### config.mk
export PLATFORM = sky130hd
export DESIGN_NAME = base64_frame_fletcher_decoder_unit
export DESIGN_NICKNAME = d
export VERILOG_FILES = /design/src/rtl/core/b64fd_pkg.sv /design/src/rtl/core/b64fd_front.sv /design/src/rtl/core/b64fd_queue.sv /design/src/rtl/core/b64fd_back.sv /design/src/rtl/core/base64_frame_fletcher_decoder_unit.sv
export SDC_FILE = /design/constraint.sdc
export NUM_CORES = 1
export LEC_CHECK = 0
export BUFFER_PORTS_ARGS = -buffer_cell sky130_fd_sc_hd__buf_2
export CORE_UTILIZATION = 25
export CTS_BUF_LIST = sky130_fd_sc_hd__clkbuf_4 sky130_fd_sc_hd__clkbuf_8
export DETAILED_ROUTE_END_ITERATION = 8
export GPL_ROUTABILITY_DRIVEN = 0
export PLACE_DENSITY = 0.5
export SYNTH_ARGS = -nofsm -noshare
export SYNTH_HDL_FRONTEND = slang
export SYNTH_SLANG_ARGS = --single-unit
### constraint.sdc
create_clock -name clk_i -period 22.7 [get_ports clk_i]
set_input_delay 3.405 -clock clk_i [delete_from_list [all_inputs] [get_ports clk_i]]
set_output_delay 3.405 -clock clk_i [all_outputs]
set_load 0.02 [all_outputs]
### src/rtl/core/b64fd_pkg.sv
// Shared types and constants of the base64 frame decoder with Fletcher-16 check.
package b64fd_pkg;

  // Frames of this many bytes or more are rejected as a length error.
  localparam int unsigned MaxFrame = 128;

  // Reset value of the data-frame id mask.
  localparam logic [7:0] MaskReset = 8'h20;

  // Default depth of the event queue between front and back.
  localparam int unsigned QueueDepth = 4;

  // Width of the output word data bus.
  localparam int unsigned OutDataW = 80;

  // End-of-frame status codes.
  typedef enum logic [1:0] {
    STAT_OK   = 2'd0,
    STAT_LEN  = 2'd1,
    STAT_HDR  = 2'd2,
    STAT_CSUM = 2'd3
  } status_e;

  // Output word kinds, carried on tuser.
  localparam logic KindByte   = 1'b0;
  localparam logic KindStatus = 1'b1;

  // One event per input word that causes output: a payload byte, a status, or both.
  typedef struct packed {
    logic       has_byte;
    logic [7:0] byte_value;
    logic [6:0] byte_offset;
    logic       has_status;
    status_e    status;
    logic [7:0] msg_id;
    logic [31:0] time_stamp;
    logic [3:0] float_count;
    logic [3:0] int_count;
    logic [7:0] text_length;
    logic       is_data_frame;
  } evt_t;

  // Output data layout, last member in the lowest bits.
  typedef struct packed {
    logic [5:0]  pad;
    logic        is_data_frame;
    logic [7:0]  text_length;
    logic [3:0]  int_count;
    logic [3:0]  float_count;
    logic [31:0] time_stamp;
    logic [7:0]  msg_id;
    status_e     status;
    logic [6:0]  byte_offset;
    logic [7:0]  byte_value;
  } out_word_t;

endpackage

### src/rtl/core/b64fd_front.sv
// Front end: base64 decode, byte assembly, frame parsing and Fletcher-16 update.
module b64fd_front import b64fd_pkg::*; (
  input  logic       clk_i,
  input  logic       rst_ni,
  input  logic       cfg_we_i,
  input  logic [7:0] cfg_wdata_i,
  input  logic       s_valid_i,
  output logic       s_ready_o,
  input  logic [7:0] s_data_i,
  input  logic       s_last_i,
  input  logic       full_i,
  output logic       push_o,
  output evt_t       evt_o
);

  // Returns {valid, six data bits} for one ASCII character.
  function automatic logic [6:0] decode_char(input logic [7:0] c);
    logic [6:0] r;
    r = '0;
    if (c >= 8'h41 && c <= 8'h5A) begin
      r = {1'b1, 6'(c - 8'h41)};
    end else if (c >= 8'h61 && c <= 8'h7A) begin
      r = {1'b1, 6'(c - 8'h61 + 8'd26)};
    end else if (c >= 8'h30 && c <= 8'h39) begin
      r = {1'b1, 6'(c - 8'h30 + 8'd52)};
    end else if (c == 8'h2B) begin
      r = {1'b1, 6'd62};
    end else if (c == 8'h2F) begin
      r = {1'b1, 6'd63};
    end
    return r;
  endfunction

  // Declared content length in bytes.
  function automatic logic [8:0] content_len(input logic [7:0] id, input logic [7:0] len,
                                             input logic [7:0] mask);
    logic [4:0] items;
    items = {1'b0, len[3:0]} + {1'b0, len[7:4]};
    if ((id & mask) != 8'd0) begin
      return {2'b00, items, 2'b00};
    end
    return {1'b0, len};
  endfunction

  logic [7:0]  mask_q, mask_d;
  logic [11:0] buf_q, buf_d;
  logic [3:0]  held_q, held_d;
  logic [7:0]  seen_q, seen_d;
  logic [7:0]  fl_q, fl_d;
  logic [7:0]  fh_q, fh_d;
  logic [7:0]  id_q, id_d;
  logic [31:0] time_q, time_d;
  logic [7:0]  len_q, len_d;
  logic [15:0] sent_q, sent_d;
  logic        ovf_q, ovf_d;

  logic        accept;
  logic [6:0]  dec;
  logic [3:0]  held_add;
  logic [3:0]  held_rem;
  logic [11:0] buf_shift;
  logic        got_byte;
  logic [7:0]  byte_w;
  logic [8:0]  cont;
  logic [8:0]  lim;
  logic [8:0]  idx9;
  logic [8:0]  fl_sum, fh_sum;
  logic [7:0]  fl_mod, fh_mod;
  logic        take;
  logic        has_byte;
  logic [6:0]  byte_off;
  logic [8:0]  total;
  logic [8:0]  cont_d;
  logic [9:0]  need;
  logic        is_data_d;
  status_e     status;

  assign s_ready_o = !full_i;
  assign accept    = s_valid_i && s_ready_o;

  always_comb begin
    mask_d = cfg_we_i ? cfg_wdata_i : mask_q;
  end

  always_comb begin
    buf_d   = buf_q;
    held_d  = held_q;
    seen_d  = seen_q;
    fl_d    = fl_q;
    fh_d    = fh_q;
    id_d    = id_q;
    time_d  = time_q;
    len_d   = len_q;
    sent_d  = sent_q;
    ovf_d   = ovf_q;
    has_byte = 1'b0;
    byte_off = '0;

    dec       = decode_char(s_data_i);
    held_add  = held_q + 4'd6;
    buf_shift = {buf_q[5:0], dec[5:0]};
    got_byte  = dec[6] && (held_add >= 4'd8);
    held_rem  = held_add - 4'd8;
    byte_w    = 8'(buf_shift >> held_rem);

    cont = content_len(id_q, len_q, mask_q);
    lim  = 9'd6 + cont;
    idx9 = {1'b0, seen_q};

    // Mod-255 sums: each sum is below 510, so one subtract corrects.
    fl_sum = {1'b0, fl_q} + {1'b0, byte_w};
    fl_mod = (fl_sum >= 9'd255) ? 8'(fl_sum - 9'd255) : fl_sum[7:0];
    fh_sum = {1'b0, fh_q} + {1'b0, fl_mod};
    fh_mod = (fh_sum >= 9'd255) ? 8'(fh_sum - 9'd255) : fh_sum[7:0];

    take = accept && got_byte && (seen_q != 8'hFF);

    if (accept && dec[6]) begin
      if (got_byte) begin
        held_d = held_rem;
        buf_d  = buf_shift & ((12'd1 << held_rem) - 12'd1);
        if (seen_q == 8'hFF) begin
          ovf_d = 1'b1;
        end
      end else begin
        held_d = held_add;
        buf_d  = buf_shift;
      end
    end

    if (take) begin
      if (idx9 < lim) begin
        fl_d = fl_mod;
        fh_d = fh_mod;
      end
      if (seen_q == 8'd0) begin
        id_d = byte_w;
      end else if (seen_q <= 8'd4) begin
        // Time stamp lanes are still zero, so writing a lane equals OR-ing it in.
        time_d[{2'(seen_q[1:0] - 2'd1), 3'b000} +: 8] = byte_w;
      end else if (seen_q == 8'd5) begin
        len_d = byte_w;
      end else if (idx9 < lim) begin
        has_byte = 1'b1;
        byte_off = 7'(seen_q - 8'd6);
      end else if (idx9 == lim) begin
        sent_d[7:0] = byte_w;
      end else if (idx9 == lim + 9'd1) begin
        sent_d[15:8] = byte_w;
      end
      seen_d = seen_q + 8'd1;
    end

    // Status is judged on the state after this word's byte.
    total     = ovf_d ? 9'd256 : {1'b0, seen_d};
    is_data_d = (id_d & mask_q) != 8'd0;
    cont_d    = content_len(id_d, len_d, mask_q);
    need      = 10'd8 + {1'b0, cont_d};
    if (total < 9'd7 || total >= 9'(MaxFrame) || {1'b0, total} < need) begin
      status = STAT_LEN;
    end else if ((id_d & 8'hC0) != 8'hC0) begin
      status = STAT_HDR;
    end else if ({fh_d, fl_d} != sent_d) begin
      status = STAT_CSUM;
    end else begin
      status = STAT_OK;
    end

    evt_o.has_byte      = has_byte;
    evt_o.byte_value    = byte_w;
    evt_o.byte_offset   = byte_off;
    evt_o.has_status    = s_last_i;
    evt_o.status        = status;
    evt_o.msg_id        = id_d;
    evt_o.time_stamp    = time_d;
    evt_o.float_count   = is_data_d ? len_d[3:0] : 4'd0;
    evt_o.int_count     = is_data_d ? len_d[7:4] : 4'd0;
    evt_o.text_length   = is_data_d ? 8'd0 : len_d;
    evt_o.is_data_frame = is_data_d;

    // The last character of a message closes the frame.
    if (accept && s_last_i) begin
      buf_d  = '0;
      held_d = '0;
      seen_d = '0;
      fl_d   = '0;
      fh_d   = '0;
      id_d   = '0;
      time_d = '0;
      len_d  = '0;
      sent_d = '0;
      ovf_d  = 1'b0;
    end
  end

  assign push_o = accept && (has_byte || s_last_i);

  always_ff @(posedge clk_i or negedge rst_ni) begin
    if (!rst_ni) begin
      mask_q <= MaskReset;
      buf_q  <= '0;
      held_q <= '0;
      seen_q <= '0;
      fl_q   <= '0;
      fh_q   <= '0;
      id_q   <= '0;
      time_q <= '0;
      len_q  <= '0;
      sent_q <= '0;
      ovf_q  <= 1'b0;
    end else begin
      mask_q <= mask_d;
      buf_q  <= buf_d;
      held_q <= held_d;
      seen_q <= seen_d;
      fl_q   <= fl_d;
      fh_q   <= fh_d;
      id_q   <= id_d;
      time_q <= time_d;
      len_q  <= len_d;
      sent_q <= sent_d;
      ovf_q  <= ovf_d;
    end
  end

  a_last_clears: assert property (@(posedge clk_i) disable iff (!rst_ni)
    accept && s_last_i |=> seen_q == 8'd0 && held_q == 4'd0 && !ovf_q)
    else $error("frame state not cleared after last character");

  a_ovf_full: assert property (@(posedge clk_i) disable iff (!rst_ni)
    ovf_q |-> seen_q == 8'hFF)
    else $error("overflow flag set before byte counter saturated");

endmodule

### src/rtl/core/b64fd_queue.sv
// Small register queue that carries events from the front end to the back end.
module b64fd_queue import b64fd_pkg::*; #(
  parameter int unsigned DEPTH = QueueDepth
) (
  input  logic clk_i,
  input  logic rst_ni,
  input  logic push_i,
  input  evt_t evt_i,
  output logic full_o,
  output logic evt_valid_o,
  output evt_t evt_o,
  input  logic pop_i
);

  localparam int unsigned PtrW = (DEPTH > 1) ? $clog2(DEPTH) : 1;
  localparam int unsigned CntW = $clog2(DEPTH + 1);

  evt_t            mem_q [DEPTH];
  logic [PtrW-1:0] wr_ptr_q, wr_ptr_d;
  logic [PtrW-1:0] rd_ptr_q, rd_ptr_d;
  logic [CntW-1:0] count_q, count_d;
  logic            do_push, do_pop;

  assign full_o      = count_q == CntW'(DEPTH);
  assign evt_valid_o = count_q != '0;
  assign evt_o       = mem_q[rd_ptr_q];
  assign do_push     = push_i && !full_o;
  assign do_pop      = pop_i && evt_valid_o;

  always_comb begin
    wr_ptr_d = wr_ptr_q;
    rd_ptr_d = rd_ptr_q;
    count_d  = count_q;
    if (do_push) begin
      wr_ptr_d = (wr_ptr_q == PtrW'(DEPTH - 1)) ? '0 : wr_ptr_q + 1'b1;
    end
    if (do_pop) begin
      rd_ptr_d = (rd_ptr_q == PtrW'(DEPTH - 1)) ? '0 : rd_ptr_q + 1'b1;
    end
    if (do_push && !do_pop) begin
      count_d = count_q + 1'b1;
    end else if (do_pop && !do_push) begin
      count_d = count_q - 1'b1;
    end
  end

  always_ff @(posedge clk_i or negedge rst_ni) begin
    if (!rst_ni) begin
      wr_ptr_q <= '0;
      rd_ptr_q <= '0;
      count_q  <= '0;
    end else begin
      wr_ptr_q <= wr_ptr_d;
      rd_ptr_q <= rd_ptr_d;
      count_q  <= count_d;
    end
  end

  always_ff @(posedge clk_i) begin
    if (do_push) begin
      mem_q[wr_ptr_q] <= evt_i;
    end
  end

  a_no_push_full: assert property (@(posedge clk_i) disable iff (!rst_ni)
    push_i |-> !full_o)
    else $error("event pushed into a full queue");

  a_count_range: assert property (@(posedge clk_i) disable iff (!rst_ni)
    count_q <= CntW'(DEPTH))
    else $error("queue count out of range");

endmodule

### src/rtl/core/b64fd_back.sv
// Back end: expands queued events into output words behind an output register.
module b64fd_back import b64fd_pkg::*; (
  input  logic                clk_i,
  input  logic                rst_ni,
  input  logic                evt_valid_i,
  input  evt_t                evt_i,
  output logic                pop_o,
  output logic                m_valid_o,
  input  logic                m_ready_i,
  output logic [OutDataW-1:0] m_data_o,
  output logic                m_last_o,
  output logic                m_user_o
);

  logic                m_valid_q;
  logic [OutDataW-1:0] m_data_q, m_data_d;
  logic                m_last_q, m_last_d;
  logic                m_user_q, m_user_d;
  logic                phase_q, phase_d;
  logic                load;
  logic                split;
  logic                emit_byte;
  out_word_t           word;

  assign load      = !m_valid_q || m_ready_i;
  assign split     = evt_i.has_byte && evt_i.has_status;
  assign emit_byte = evt_i.has_byte && !phase_q;
  assign pop_o     = load && evt_valid_i && !(split && !phase_q);

  always_comb begin
    word = '0;
    if (emit_byte) begin
      word.byte_value  = evt_i.byte_value;
      word.byte_offset = evt_i.byte_offset;
    end else begin
      word.status        = evt_i.status;
      word.msg_id        = evt_i.msg_id;
      word.time_stamp    = evt_i.time_stamp;
      word.float_count   = evt_i.float_count;
      word.int_count     = evt_i.int_count;
      word.text_length   = evt_i.text_length;
      word.is_data_frame = evt_i.is_data_frame;
    end
    m_data_d = word;
    m_last_d = !(split && !phase_q);
    m_user_d = emit_byte ? KindByte : KindStatus;
    phase_d  = phase_q;
    if (load && evt_valid_i) begin
      phase_d = split && !phase_q;
    end
  end

  always_ff @(posedge clk_i or negedge rst_ni) begin
    if (!rst_ni) begin
      m_valid_q <= 1'b0;
      phase_q   <= 1'b0;
    end else begin
      if (load) begin
        m_valid_q <= evt_valid_i;
      end
      phase_q <= phase_d;
    end
  end

  always_ff @(posedge clk_i) begin
    if (load && evt_valid_i) begin
      m_data_q <= m_data_d;
      m_last_q <= m_last_d;
      m_user_q <= m_user_d;
    end
  end

  assign m_valid_o = m_valid_q;
  assign m_data_o  = m_data_q;
  assign m_last_o  = m_last_q;
  assign m_user_o  = m_user_q;

  a_phase_head: assert property (@(posedge clk_i) disable iff (!rst_ni)
    phase_q |-> evt_valid_i && evt_i.has_byte && evt_i.has_status)
    else $error("second half pending without a split event at queue head");

endmodule

### src/rtl/core/base64_frame_fletcher_decoder_unit.sv
// Top level of the base64 frame decoder with Fletcher-16 check.
// A word whose character completes a payload byte or ends a message is queued at the
// accepting edge and then loaded into the output register once that register is free.
// Throughput: one character per cycle while the event queue is not full, as the front end
// updates byte assembly and checksum state as each character is accepted; a message end
// that also completes a payload byte gives two output words.
// Reset (rst_ni low, asynchronous): frame state and queue are cleared, mask reads 0x20.
module base64_frame_fletcher_decoder_unit import b64fd_pkg::*; #(
  parameter int unsigned QUEUE_DEPTH = QueueDepth
) (
  input  logic                clk_i,
  input  logic                rst_ni,

  // Configuration: data-frame id mask.
  input  logic                cfg_we_i,
  input  logic [7:0]          cfg_wdata_i,

  // Character input.
  input  logic                s_axis_tvalid,
  output logic                s_axis_tready,
  input  logic [7:0]          s_axis_tdata,  // [7:0] char_code
  input  logic                s_axis_tlast,  // last character of the message

  // Result output.
  output logic                m_axis_tvalid,
  input  logic                m_axis_tready,
  // [7:0] byte_value, [14:8] byte_offset, [16:15] status, [24:17] msg_id,
  // [56:25] time_stamp, [60:57] float_count, [64:61] int_count,
  // [72:65] text_length, [73] is_data_frame, [79:74] zero
  output logic [OutDataW-1:0] m_axis_tdata,
  output logic                m_axis_tlast,  // end_of_run: last word this character causes
  output logic                m_axis_tuser   // [0] kind: 0 payload byte, 1 frame status
);

  // The front end parses every character in the cycle it is accepted and emits at
  // most one event per character; the queue lets the output side stall without
  // stopping input until it fills.
  logic push;
  evt_t push_evt;
  logic full;
  logic head_valid;
  evt_t head_evt;
  logic pop;

  b64fd_front u_front (
    .clk_i       (clk_i),
    .rst_ni      (rst_ni),
    .cfg_we_i    (cfg_we_i),
    .cfg_wdata_i (cfg_wdata_i),
    .s_valid_i   (s_axis_tvalid),
    .s_ready_o   (s_axis_tready),
    .s_data_i    (s_axis_tdata),
    .s_last_i    (s_axis_tlast),
    .full_i      (full),
    .push_o      (push),
    .evt_o       (push_evt)
  );

  b64fd_queue #(
    .DEPTH (QUEUE_DEPTH)
  ) u_queue (
    .clk_i       (clk_i),
    .rst_ni      (rst_ni),
    .push_i      (push),
    .evt_i       (push_evt),
    .full_o      (full),
    .evt_valid_o (head_valid),
    .evt_o       (head_evt),
    .pop_i       (pop)
  );

  // The back end turns an event into one or two words, payload byte first.
  b64fd_back u_back (
    .clk_i       (clk_i),
    .rst_ni      (rst_ni),
    .evt_valid_i (head_valid),
    .evt_i       (head_evt),
    .pop_o       (pop),
    .m_valid_o   (m_axis_tvalid),
    .m_ready_i   (m_axis_tready),
    .m_data_o    (m_axis_tdata),
    .m_last_o    (m_axis_tlast),
    .m_user_o    (m_axis_tuser)
  );

endmodule
==> results.toml <==
[synthesis]
avgSynthCellArea_um2 = 14.2
synthFlopType = "edfxtp_1"
synth_edf_count = 380
synth_most_common_cell = "edfxtp_1"
synth_area_leaders = "edfxtp_1 (49%), dfrtp_1 (12%), mux4_2 (7.5%)"
netlist_instances = 1636
synthDistinctLibCells = 96
synth_commonest_cells = "edfxtp_1 (380), nor2_1 (127), dfrtp_1 (114)"
synth_warnings = 0
synthesis.area_um2 = 23300
ys_ff_latch = 495
ys_seq_area_share_pct = 61.4
ys_async_sr_fraction_pct = 23.2
synth_top_cell_by_area = "edfxtp_1"
synth.top_cell.area_share_pct = 49.0

[placement]
io_buffers = 99
dpl.hpwl_mm = 39.1
pre_cts_slack_ns = 10.72
place_inst = 2932

[critical_path]
endpoint_kind = "register"
crit_arrival_ns = 11.88
worstSetupPathType = "input port to register"
critical_path.top_delay_family = "compound AO/OA/AOI/OAI gates"
r2r_setup_slack_ns = 12.90
cp_data_required_time_ns = 23.07
slowest_stage = "o41ai_2"
critPathLaunchType = "input port"
critPathMaxStageDelay_ns = 0.63
cp_max_fo = 13
crit_buf_inv = 5

[route]
viasPerCell = 4.58
wl_per_cell_um = 19.3
routed_wl_mm = 59.3
dr.pass1.iters = 5
drt_iter0_markers = 904
ant_nets = 0
drc = 0
via_count = 14112

[power]
p_leak_nw = 10.3
p_sw_mw = 0.881
seq_power_share_pct = 43.2
pwr-share-clk_pct = 29.8
switching_share_pct = 31.4
p_total_mw = 2.81
p_per_area_nw_per_um2 = 104
ir_drop_v = 0.0000675
p_int_mw = 1.93
pwr-share-comb_pct = 27.0

[clock_network]
clkTransAtPathRegs_ns = 0.07
cts_hold_buf = 0
cts_buffer_depth = 3
cts_root_buf = "clkbuf_8"
postCtsResizedCells = 0
htreeDepth = 3
clock_sinks = 495
postCtsSetupBuffers = 0
insertion_delay_ns = 0.66
numCtsBuffers = 80
cts_tree = "done"

[global_route]
grt_use_total_pct = 12.6
antenna_found_initial = 7
grt_pass1_wl_mm = 90.9
grt_overflow_total = 0
grt_pass1_vias = 15005
grt_max_degree = 62

[floorplan]
dieArea_um2 = 94300
die_h_um = 307
start_util_pct = 25.3
ios = 106
rows = 111
die_w_um = 307
core_um2 = 91900

[outcome]
status = "complete, no violations"

[timing]
fin_crit_sh_pct = 50.7
setup_violations = 0
hold_viol_final = 0
drv_slew = 0
finClkSkew_ns = 0.0312
fin_setup_tns_ns = 0
setup_ws_ns = 11.19
fin_crit_ns = 11.51
timing.fmax_mhz = 86.9
rsz0062_at_grt = "no"
relSlewSlack_pct = 13.2
hold_ws_ns = 0.501
tightest_slew_ns = 1.29

[final_layout]
synthToLayoutAreaGrowth_pct = 16.0
stdcell_count = 3081
layout.nets = 1871
drive_gt1_share_pct = 22.1

[worst_hold_path]
hold_path_class = "register to register"

[run]
maxCapViolCount = 0
## registers in the layout, indices dropped and copies added (netlist names)
name	count
u_back.m_data_o	74
u_back.m_last_o	1
u_back.m_user_o	1
u_back.m_valid_o	1
u_back.phase_q	1
u_front.buf_q	6
u_front.fh_q	8
u_front.fl_q	8
u_front.held_q	3
u_front.id_q	8
u_front.len_q	8
u_front.mask_q	8
u_front.ovf_q	1
u_front.seen_q	8
u_front.sent_q	16
u_front.time_q	32
u_queue.count_q	3
u_queue.mem_q	304
u_queue.rd_ptr_q	2
u_queue.wr_ptr_q	2
## power by group through the flow
stage | Combinational [mW] | Clock [mW] | Sequential (mW)
floorplan | 0.439 | 0 | 1.31
global placement | 0.778 | 0 | 1.23
detailed placement | 0.778 | 0 | 1.23
CTS | 0.781 | 0.866 | 1.22
global route | 0.829 | 0.902 | 1.23
finish | 0.759 | 0.837 | 1.21
## path summary, 6_finish.rpt
| check | startpoint | to | depth (start not counted) |
|---|---|---|---|
| max | s_axis_tdata[0] | u_queue.mem_q[2][58] | 33 |
| min | u_queue.count_q[2] | u_queue.count_q[2] | 1 |
| max reg2reg | u_front.held_q[1] | u_queue.mem_q[2][58] | 30 |
| min reg2reg | u_queue.count_q[2] | u_queue.count_q[2] | 1 |
| max in group asynchronous | rst_ni | u_front.time_q[6] | 2 |
| min in group asynchronous | rst_ni | u_front.sent_q[8] | 1 |
## stage by stage
stage / util [%] / area (um2)
floorplan: - / 23300
global placement: 27.4 / 25200
detailed placement: 27.4 / 25200
CTS: 29.4 / 27000
global route: 29.4 / 27000
finish: 29.4 / 27000
## layout by cell type, fill, tap and decap left out, types with 7 or more instances in the layout
cell type / instances
a21oi_1: 42
nand2_1: 70
mux4_2: 77
buf_4: 24
and3_1: 24
xnor2_1: 41
clkinv_2: 9
nor3_1: 16
ha_1: 73
edfxtp_1: 380
nand4_1: 10
buf_2: 98
clkbuf_4: 20
and2_1: 52
a211oi_1: 15
a31oi_1: 12
nor2_1: 127
nand3_1: 30
dfrtp_1: 112
xor2_1: 29
nor2b_1: 75
inv_1: 55
clkinv_1: 15
conb_1: 7
a22o_1: 31
o21a_1: 8
o31ai_1: 9
clkbuf_8: 95
a21o_1: 22
o21ai_0: 28
mux2_2: 18
mux2i_1: 35
## logic make-up (layout without fill, tap and decap cells)
logic type	count (synthesis)	count (layout)	share of synthesized area [%]
multiplexers	132	132	9.99
AO/OA/AOI/OAI	246	246	8.06
adder cells (fa/ha/maj)	78	78	4.36
XOR/XNOR	71	71	2.70
AND/OR/NAND/NOR	477	477	11.0
flip-flops	495	495	61.4
other	2	8	0.0323
buffers and inverters	135	331	2.43
## layout make-up
class / instances / area, um2
antenna: 1 / 2.50
clock buffer: 115 / 1460
clock inverter: 33 / 305
fill: 9326 / 64900
inverter: 61 / 229
multi-input combinational: 1011 / 8480
sequential: 495 / 14300
tap: 1243 / 1560
timing repair buffer: 122 / 671
## per-layer routing
layer | up-vias | track usage, % | wire length, um
li1 | 6441 | - | -
met1 | 7237 | 15.8 | 25900
met2 | 334 | 21.6 | 29200
met3 | 96 | 2.38 | 2660
met4 | 4 | 4.41 | 1640
met5 | - | 0 | 27
No activity file was read; power rests on OpenSTA's default activity.
